File: src/hdl/mwm_pkg.sv
// ----------------------------------------------------------------------------
// Mecanum wheel mixer package
// Shared widths, opcodes, transaction types and arithmetic helpers.
// ----------------------------------------------------------------------------
package mwm_pkg;

  // Field and datapath widths
  localparam int AXIS_W     = 16;             // Q2.14 axis and wheel fields
  localparam int WHEEL_W    = AXIS_W + 1;     // sum of three clamped axes
  localparam int MAG_W      = AXIS_W;         // magnitude of a mixed wheel
  localparam int REM_W      = MAG_W + 1;      // divider partial remainder
  localparam int QUO_W      = 15;             // quotient, at most 16384
  localparam int NUM_WHEELS = 4;              // FL, FR, BL, BR
  localparam int DIV_STEPS  = QUO_W;          // one quotient bit per stage

  // Queue between front and back
  localparam int QUEUE_DEPTH = 2;
  localparam int PTR_W       = $clog2(QUEUE_DEPTH);
  localparam int CNT_W       = $clog2(QUEUE_DEPTH + 1);

  // Accept edge to the edge that takes the result: queue write, divider
  // input register, divider stages, output register, then the result cycle
  localparam int RESULT_LATENCY = 3 + DIV_STEPS + 1;

  // Unit value in Q2.14
  localparam logic signed [AXIS_W-1:0] Q_ONE_S = 16'sd16384;
  localparam logic        [MAG_W-1:0]  Q_ONE_U = 16'd16384;

  // Opcodes
  localparam logic OP_TANK    = 1'b0;
  localparam logic OP_MECANUM = 1'b1;

  typedef logic signed [WHEEL_W-1:0] wheel_t;

  // Mixed wheel set handed from front to back
  typedef struct packed {
    wheel_t [NUM_WHEELS-1:0] wheel;
  } item_t;

  // Queue status seen by the front
  typedef struct packed {
    logic full;
    logic empty;
  } qstat_t;

  // One divider lane
  typedef struct packed {
    logic             neg;
    logic [REM_W-1:0] rem;
    logic [QUO_W-1:0] quo;
  } lane_t;

  // One divider stage: shared divisor and four lanes
  typedef struct packed {
    logic [MAG_W-1:0]         div;
    lane_t [NUM_WHEELS-1:0]   lane;
  } stage_t;

  // Final wheel commands
  typedef struct packed {
    logic [NUM_WHEELS-1:0][AXIS_W-1:0] wheel;
  } result_t;

  // Saturate an axis to plus or minus one
  function automatic logic signed [AXIS_W-1:0] clamp_unit(
    input logic signed [AXIS_W-1:0] x
  );
    if (x > Q_ONE_S) begin
      return Q_ONE_S;
    end else if (x < -Q_ONE_S) begin
      return -Q_ONE_S;
    end
    return x;
  endfunction

  // Magnitude of a mixed wheel (never above 49152, fits MAG_W)
  function automatic logic [MAG_W-1:0] abs_mag(input logic [WHEEL_W-1:0] w);
    logic [WHEEL_W-1:0] n;
    n = ~w + WHEEL_W'(1);
    return w[WHEEL_W-1] ? n[MAG_W-1:0] : w[MAG_W-1:0];
  endfunction

  // Produce one quotient bit on every lane; the first step skips the doubling
  function automatic stage_t div_step(input stage_t s, input logic first);
    stage_t           o;
    logic [REM_W-1:0] t;
    logic [REM_W-1:0] d;
    o = s;
    d = {1'b0, s.div};
    for (int i = 0; i < NUM_WHEELS; i++) begin
      t = first ? s.lane[i].rem : {s.lane[i].rem[REM_W-2:0], 1'b0};
      if (t >= d) begin
        o.lane[i].rem = t - d;
        o.lane[i].quo = {s.lane[i].quo[QUO_W-2:0], 1'b1};
      end else begin
        o.lane[i].rem = t;
        o.lane[i].quo = {s.lane[i].quo[QUO_W-2:0], 1'b0};
      end
    end
    return o;
  endfunction

endpackage

File: src/hdl/mwm_front.sv
// ----------------------------------------------------------------------------
// Mecanum wheel mixer front end
// Accepts drive requests, clamps the axes and mixes them into four wheels.
// ----------------------------------------------------------------------------
module mwm_front (
  input  logic                                clk,
  input  logic                                rst_n,
  input  logic                                start,
  output logic                                busy,
  input  logic                                in_opcode,
  input  logic signed [mwm_pkg::AXIS_W-1:0]   in_axis_a,
  input  logic signed [mwm_pkg::AXIS_W-1:0]   in_axis_b,
  input  logic signed [mwm_pkg::AXIS_W-1:0]   in_axis_c,
  input  mwm_pkg::qstat_t                     qstat,
  output logic                                push,
  output mwm_pkg::item_t                      push_item
);

  logic                               front_valid_r;
  logic                               front_valid_nxt;
  mwm_pkg::item_t                     item_r;
  mwm_pkg::item_t                     item_nxt;
  logic                               accept;
  logic signed [mwm_pkg::AXIS_W-1:0]  ac;
  logic signed [mwm_pkg::AXIS_W-1:0]  bc;
  logic signed [mwm_pkg::AXIS_W-1:0]  cc;
  mwm_pkg::wheel_t                    a;
  mwm_pkg::wheel_t                    b;
  mwm_pkg::wheel_t                    c;

  // Hold off while in reset or while the held transaction cannot move on
  assign busy   = ~rst_n | (front_valid_r & qstat.full);
  assign accept = start & ~busy;
  assign push   = front_valid_r & ~qstat.full;

  // Clamp and mix
  always_comb begin
    ac = mwm_pkg::clamp_unit(in_axis_a);
    bc = mwm_pkg::clamp_unit(in_axis_b);
    cc = mwm_pkg::clamp_unit(in_axis_c);
    a  = {ac[mwm_pkg::AXIS_W-1], ac};
    b  = {bc[mwm_pkg::AXIS_W-1], bc};
    c  = {cc[mwm_pkg::AXIS_W-1], cc};
    case (in_opcode)
      mwm_pkg::OP_TANK: begin
        item_nxt.wheel[0] = a;
        item_nxt.wheel[1] = b;
        item_nxt.wheel[2] = a;
        item_nxt.wheel[3] = b;
      end
      mwm_pkg::OP_MECANUM: begin
        item_nxt.wheel[0] = a + b + c;
        item_nxt.wheel[1] = a - b - c;
        item_nxt.wheel[2] = a - b + c;
        item_nxt.wheel[3] = a + b - c;
      end
      default: begin
        item_nxt = '0;
      end
    endcase
  end

  // Track occupancy of the front register
  always_comb begin
    if (accept) begin
      front_valid_nxt = 1'b1;
    end else if (push) begin
      front_valid_nxt = 1'b0;
    end else begin
      front_valid_nxt = front_valid_r;
    end
  end

  always_ff @(posedge clk) begin
    if (!rst_n) begin
      front_valid_r <= 1'b0;
    end else begin
      front_valid_r <= front_valid_nxt;
    end
  end

  // Capture the mixed wheels on accept
  always_ff @(posedge clk) begin
    if (accept) begin
      item_r <= item_nxt;
    end
  end

  assign push_item = item_r;

endmodule

File: src/hdl/mwm_queue.sv
// ----------------------------------------------------------------------------
// Mecanum wheel mixer queue
// Short register FIFO that decouples the front end from the divider back end.
// ----------------------------------------------------------------------------
module mwm_queue (
  input  logic            clk,
  input  logic            rst_n,
  input  logic            push,
  input  mwm_pkg::item_t  push_item,
  input  logic            pop,
  output mwm_pkg::item_t  pop_item,
  output mwm_pkg::qstat_t qstat
);

  mwm_pkg::item_t                 mem_r [mwm_pkg::QUEUE_DEPTH];
  logic [mwm_pkg::PTR_W-1:0]      wr_ptr_r;
  logic [mwm_pkg::PTR_W-1:0]      rd_ptr_r;
  logic [mwm_pkg::CNT_W-1:0]      count_r;
  logic [mwm_pkg::CNT_W-1:0]      count_nxt;

  assign count_nxt   = count_r + mwm_pkg::CNT_W'(push) - mwm_pkg::CNT_W'(pop);
  assign qstat.full  = (count_r == mwm_pkg::CNT_W'(mwm_pkg::QUEUE_DEPTH));
  assign qstat.empty = (count_r == '0);
  assign pop_item    = mem_r[rd_ptr_r];

  // Advance pointers and count
  always_ff @(posedge clk) begin
    if (!rst_n) begin
      wr_ptr_r <= '0;
      rd_ptr_r <= '0;
      count_r  <= '0;
    end else begin
      if (push) begin
        wr_ptr_r <= wr_ptr_r + mwm_pkg::PTR_W'(1);
      end
      if (pop) begin
        rd_ptr_r <= rd_ptr_r + mwm_pkg::PTR_W'(1);
      end
      count_r <= count_nxt;
    end
  end

  // Store the pushed transaction
  always_ff @(posedge clk) begin
    if (push) begin
      mem_r[wr_ptr_r] <= push_item;
    end
  end

endmodule

File: src/hdl/mwm_back.sv
// ----------------------------------------------------------------------------
// Mecanum wheel mixer back end
// Finds the largest wheel magnitude and normalizes through a bit-per-stage
// pipelined divider, then registers the signed wheel commands.
// ----------------------------------------------------------------------------
module mwm_back (
  input  logic             clk,
  input  logic             rst_n,
  input  logic             item_valid,
  input  mwm_pkg::item_t   item,
  output logic             res_valid,
  output mwm_pkg::result_t res
);

  logic [mwm_pkg::NUM_WHEELS-1:0][mwm_pkg::MAG_W-1:0] mag;
  logic [mwm_pkg::MAG_W-1:0]  max01;
  logic [mwm_pkg::MAG_W-1:0]  max23;
  logic [mwm_pkg::MAG_W-1:0]  max_all;
  mwm_pkg::stage_t            st_in;
  mwm_pkg::stage_t            stg_r [mwm_pkg::DIV_STEPS+1];
  logic [mwm_pkg::DIV_STEPS:0] vld_r;
  logic                       res_valid_r;
  mwm_pkg::result_t           res_r;
  mwm_pkg::result_t           res_nxt;
  logic [mwm_pkg::AXIS_W-1:0] q;

  // Take magnitudes and pick the divisor; unit divisor passes wheels through
  always_comb begin
    for (int i = 0; i < mwm_pkg::NUM_WHEELS; i++) begin
      mag[i] = mwm_pkg::abs_mag(item.wheel[i]);
    end
    max01   = (mag[0] > mag[1]) ? mag[0] : mag[1];
    max23   = (mag[2] > mag[3]) ? mag[2] : mag[3];
    max_all = (max01 > max23) ? max01 : max23;
    st_in.div = (max_all > mwm_pkg::Q_ONE_U) ? max_all : mwm_pkg::Q_ONE_U;
    for (int i = 0; i < mwm_pkg::NUM_WHEELS; i++) begin
      st_in.lane[i].neg = item.wheel[i][mwm_pkg::WHEEL_W-1];
      st_in.lane[i].rem = {1'b0, mag[i]};
      st_in.lane[i].quo = '0;
    end
  end

  // Advance the valid bits along the pipeline
  always_ff @(posedge clk) begin
    if (!rst_n) begin
      vld_r       <= '0;
      res_valid_r <= 1'b0;
    end else begin
      vld_r       <= {vld_r[mwm_pkg::DIV_STEPS-1:0], item_valid};
      res_valid_r <= vld_r[mwm_pkg::DIV_STEPS];
    end
  end

  // Divider stages, one quotient bit each
  always_ff @(posedge clk) begin
    stg_r[0] <= st_in;
    for (int k = 0; k < mwm_pkg::DIV_STEPS; k++) begin
      stg_r[k+1] <= mwm_pkg::div_step(stg_r[k], k == 0);
    end
  end

  // Restore the sign of each quotient
  always_comb begin
    for (int i = 0; i < mwm_pkg::NUM_WHEELS; i++) begin
      q = {1'b0, stg_r[mwm_pkg::DIV_STEPS].lane[i].quo};
      res_nxt.wheel[i] = stg_r[mwm_pkg::DIV_STEPS].lane[i].neg ?
                         (~q + mwm_pkg::AXIS_W'(1)) : q;
    end
  end

  always_ff @(posedge clk) begin
    res_r <= res_nxt;
  end

  assign res_valid = res_valid_r;
  assign res       = res_r;

endmodule

File: src/hdl/mecanum_wheel_mixer.sv
// ----------------------------------------------------------------------------
// Mecanum wheel mixer
// Turns a tank or mecanum drive request into four normalized wheel commands.
// ----------------------------------------------------------------------------
// Usage:
//   Input: drive start high with in_opcode and the three Q2.14 axes; the
//   transaction is taken at a rising edge where start is high and busy low.
//   Opcode tank uses axis_a as left and axis_b as right power; opcode
//   mecanum uses forward, strafe and rotate.
//   Output: out_valid is high for one cycle with the four wheel commands
//   (front-left, front-right, back-left, back-right), each within +-16384.
//   The receiver cannot stall; results leave in request order.
//   Throughput: one request per clock. The back end never stalls, so busy
//   stays low after reset and the queue never fills.
//   Path: from the accepting edge a request passes through the queue, the
//   magnitude search into the divider input register, the normalizing
//   divider (one quotient bit per stage) and the output register, which
//   raises out_valid.
//   Reset: rst_n low holds busy high and drops every transaction in flight.
// ----------------------------------------------------------------------------
module mecanum_wheel_mixer (
  input  logic                              clk,
  input  logic                              rst_n,
  input  logic                              start,
  output logic                              busy,
  input  logic                              in_opcode,
  input  logic signed [mwm_pkg::AXIS_W-1:0] in_axis_a,
  input  logic signed [mwm_pkg::AXIS_W-1:0] in_axis_b,
  input  logic signed [mwm_pkg::AXIS_W-1:0] in_axis_c,
  output logic                              out_valid,
  output logic signed [mwm_pkg::AXIS_W-1:0] out_front_left,
  output logic signed [mwm_pkg::AXIS_W-1:0] out_front_right,
  output logic signed [mwm_pkg::AXIS_W-1:0] out_back_left,
  output logic signed [mwm_pkg::AXIS_W-1:0] out_back_right
);

  mwm_pkg::qstat_t  qstat;
  logic             push;
  mwm_pkg::item_t   push_item;
  logic             pop;
  mwm_pkg::item_t   pop_item;
  mwm_pkg::result_t res;

  // Back end always takes the head of the queue
  assign pop = ~qstat.empty;

  mwm_front u_front (
    .clk       (clk),
    .rst_n     (rst_n),
    .start     (start),
    .busy      (busy),
    .in_opcode (in_opcode),
    .in_axis_a (in_axis_a),
    .in_axis_b (in_axis_b),
    .in_axis_c (in_axis_c),
    .qstat     (qstat),
    .push      (push),
    .push_item (push_item)
  );

  mwm_queue u_queue (
    .clk       (clk),
    .rst_n     (rst_n),
    .push      (push),
    .push_item (push_item),
    .pop       (pop),
    .pop_item  (pop_item),
    .qstat     (qstat)
  );

  mwm_back u_back (
    .clk        (clk),
    .rst_n      (rst_n),
    .item_valid (pop),
    .item       (pop_item),
    .res_valid  (out_valid),
    .res        (res)
  );

  assign out_front_left  = res.wheel[0];
  assign out_front_right = res.wheel[1];
  assign out_back_left   = res.wheel[2];
  assign out_back_right  = res.wheel[3];

endmodule

File: config.mk
export PLATFORM = sky130hd
export DESIGN_NAME = mecanum_wheel_mixer
export DESIGN_NICKNAME = d
export VERILOG_FILES = /design/src/hdl/mwm_pkg.sv /design/src/hdl/mwm_front.sv /design/src/hdl/mwm_queue.sv /design/src/hdl/mwm_back.sv /design/src/hdl/mecanum_wheel_mixer.sv
export SDC_FILE = /design/constraint.sdc
export NUM_CORES = 2
export LEC_CHECK = 0
export BUFFER_PORTS_ARGS = -buffer_cell sky130_fd_sc_hd__buf_4
export CORE_ASPECT_RATIO = 2
export CORE_UTILIZATION = 39
export CTS_CLUSTER_SIZE = 16
export DETAILED_ROUTE_END_ITERATION = 10
export SETUP_SLACK_MARGIN = 0.05
export SLEW_MARGIN = 20
export SYNTH_ARGS = -nofsm -noshare
export SYNTH_HDL_FRONTEND = slang
export SYNTH_SLANG_ARGS = --single-unit
export TNS_END_PERCENT = 5
File: constraint.sdc
create_clock -name clk -period 6.93 [get_ports clk]
set_input_delay 0.693 -clock clk [delete_from_list [all_inputs] [get_ports clk]]
set_output_delay 0.693 -clock clk [all_outputs]
set_load 0.005 [all_outputs]
==> key figures <==
Outcome
  – Outcome: finished, final reports clean

Drt
  – Via count: 83,350
  – Routed vias/inst: 5.493
  – First drt pass iteration count: 6
  – Drt total wl: 416,100 µm
  – Post-route DRC: 0
  – Initial DRC count: 3,529
  – DRT antenna net count: 0
  – Routed length per instance: 27.42 µm

Timing
  – Final hold violations: 0
  – RSZ-0062 raised after global routing: no
  – Skew final: 0.08291 ns
  – Max-slew violations: 0
  – Setup-failing EPs final: 0
  – Hold WS: 0.1100 ns
  – Final period utilization: 94.83%
  – Slew of the pin with the lowest slew margin: 1.292 ns
  – Crit path time final: 6.572 ns
  – Max_slew headroom: 13.20%
  – Setup TNS: 0 ns
  – Fmax: 152.2 MHz

Global route
  – First-pass GRT wire length: 586,400 µm
  – Grt total ovfl: 0
  – GRT Resource Usage Total: 30.70%
  – Initial antenna violation count: 22
  – Pin count of the biggest net entering global routing: 72
  – Vias in the first global route: 88,620

Cells and area
  – Final #Nets: 12,690
  – Reg area: 42,560 µm²
  – Multi-input gate area: 56,830 µm²
  – Share of post-route cells with drive strength above 1: 11.03%
  – Area growth syn-to-layout: 12.90%
  – Layout fillers: 25,320

Floorplan
  – Die Area: 267,600 µm²
  – FP Rows: 267
  – Total I/O pin count: 118
  – Chip Width: 366.3 µm
  – Die height: 730.6 µm
  – Core footprint: 264,300 µm²
  – Starting density of the core: 39.17%

CTS
  – CTS tree: yes
  – Max clock buf depth: 4
  – H-Tree Depth: 4
  – Root Buffer: clkbuf_16
  – Cts hold-fix bufs: 0
  – Clock sinks: 2,027
  – Clk slew on worst S/H paths: 0.07 ns
  – Worst-skew pair later-pin latency: 0.90 ns
  – CTS Buf Count: 194

Worst setup path
  – Crit start category: flip-flop
  – Worst path most repeated cell: nand2_1
  – Crit path kind: reg2reg
  – Crit-path slowest cell: o21ai_0
  – Worst r2r path cells: 28
  – Crit end category: flip-flop
  – Max FO, Critical Path: 15
  – CP required: 7.73 ns
  – Max stage delay on crit path: 0.74 ns
  – CP Data Arrival Time: 7.38 ns

Synth
  – Area leader, netlist: dfxtp_1
  – Largest cells by area after synthesis: dfxtp_1, ha_1, edfxtp_1
  – Post-Syn Area per Cell: 9.313 µm²
  – Mapped Nets: 12,330
  – Commonest cells post-synth: dfxtp_1, ha_1, inv_1
  – Synth async-reset ratio: 0%
  – Register area share after synthesis: 41.12%
  – Most common cell in the netlist: dfxtp_1
  – Synth top area share: 35.37%
  – EDFF count, synth: 198
  – Register bit total from synthesis: 2,027
  – Synth unique cells: 90
  – Cell Area, Synth: 103,500 µm²
  – Synth Warn #: 0
  – Post-synthesis cell count: 11,120
  – Primary FF master, synth: dfxtp_1

Placement
  – Hpwl dp: 343,900 µm
  – GPL Wtd Cong: 1.052
  – Port buffer count: 117

Hold path
  – Hold depth: 3
  – Hold WC Path Type: in2reg

Run
  – Max-Cap Viols: 0
==> sequential cells by signal, summed over array words and instances, names as in the netlist, named ones only <==
name                   cells
u_back.stg_r            1742
u_queue.mem_r            132
u_front.push_item         66
u_back.res                64
u_back.vld_r              16
u_queue.count_r            2
u_back.res_valid           1
u_front.front_valid_r      1
u_queue.rd_ptr_r           1
u_queue.wr_ptr_r           1
==> critical path: cells and delay by family (launching register included) <==
kind | cells | cell delay [ns]
xor+xnor | 1 | 0.30
fa+ha+maj | 2 | 0.60
flops | 1 | 0.46
buf+inv | 3 | 0.58
simple gates | 7 | 1.36
compound gates | 15 | 3.20
==> metrics by stage <==
stage               instances  setup slack [ns]  cell area (µm²)  util, %
finish                  15170            0.3581           116900    44.22
CTS                     15100            0.2514           116500    44.09
detailed placement      14760           -0.1504           110100    41.66
global route            15160           0.04783           116800    44.21
floorplan               11120           0.08365           103600        -
global placement        14760           -0.3788           110000    41.64
==> worst paths after layout <==
check                                to                   from  slack (ns)
setup / recovery   u_back.stg_r[0][133]   u_queue.mem_r[0][37]        0.36
hold / removal    u_front.front_valid_r                  start        0.11
setup reg to reg   u_back.stg_r[0][133]   u_queue.mem_r[0][37]        0.36
hold reg to reg     u_back.stg_r[1][40]  u_back.stg_r[0][1075]        0.27
==> area by class of cell <==
class | count | area share, %
clock buffer | 234 | 4.491
sequential | 2027 | 36.42
antenna | 60 | 0.1285
tap | 3497 | 3.744
clock inverter | 105 | 0.9925
multi-input combinational | 7925 | 48.63
timing repair buffer | 381 | 2.554
inverter | 945 | 3.035
==> cell families (layout without fill, tap and decap cells) <==
group | Yosys count | in the layout | share of synthesized area, %
XOR/XNOR | 461 | 461 | 3.930
multiplexers | 537 | 537 | 5.731
flip-flops | 2027 | 2027 | 41.12
other | 0 | 60 | 0
AND/OR/NAND/NOR | 3420 | 3420 | 15.54
buffers and inverters | 1164 | 1665 | 4.320
AO/OA/AOI/OAI | 2342 | 2343 | 14.85
adder cells (fa/ha/maj) | 1164 | 1164 | 14.52
==> placed cells by master (no fill, tap or decap), drive strengths merged, types with 38 or more instances in the layout <==
master / instances
dfxtp: 1829
ha: 1100
inv: 948
nor2: 935
nand2: 931
o21ai: 787
nor3: 438
mux2: 423
buf: 381
xnor2: 346
a21boi: 341
a21oi: 328
clkbuf: 234
nor2b: 227
o31ai: 225
edfxtp: 198
nand4: 195
nand3: 194
o21a: 131
xor2: 115
mux2i: 114
nor4: 110
nand2b: 99
a211oi: 90
or3: 76
a21o: 65
and3: 63
fa: 62
diode: 60
a2111oi: 59
clkinv: 54
or2: 50
a31oi: 45
and2: 38
==> layer usage <==
| metal | vias to the layer above | track usage (%) | wire, µm |
|---|---|---|---|
| met2 | 2327 | 61.48 | 229800 |
| met5 | - | 0 | 39 |
| met4 | 6 | 48.80 | 78820 |
| met1 | 39290 | 16.90 | 93010 |
| li1 | 39960 | - | - |
| met3 | 1773 | 5.458 | 14480 |
==> repair_timing <==
item,in CTS,in global routing
endpoints found under the setup margin,0,14
buffers inserted,0,5
gates resized for setup,0,6
Power is left out: the tool's default activity adds up to more than one toggle a clock period on the data nets, which glitch-free logic cannot reach.
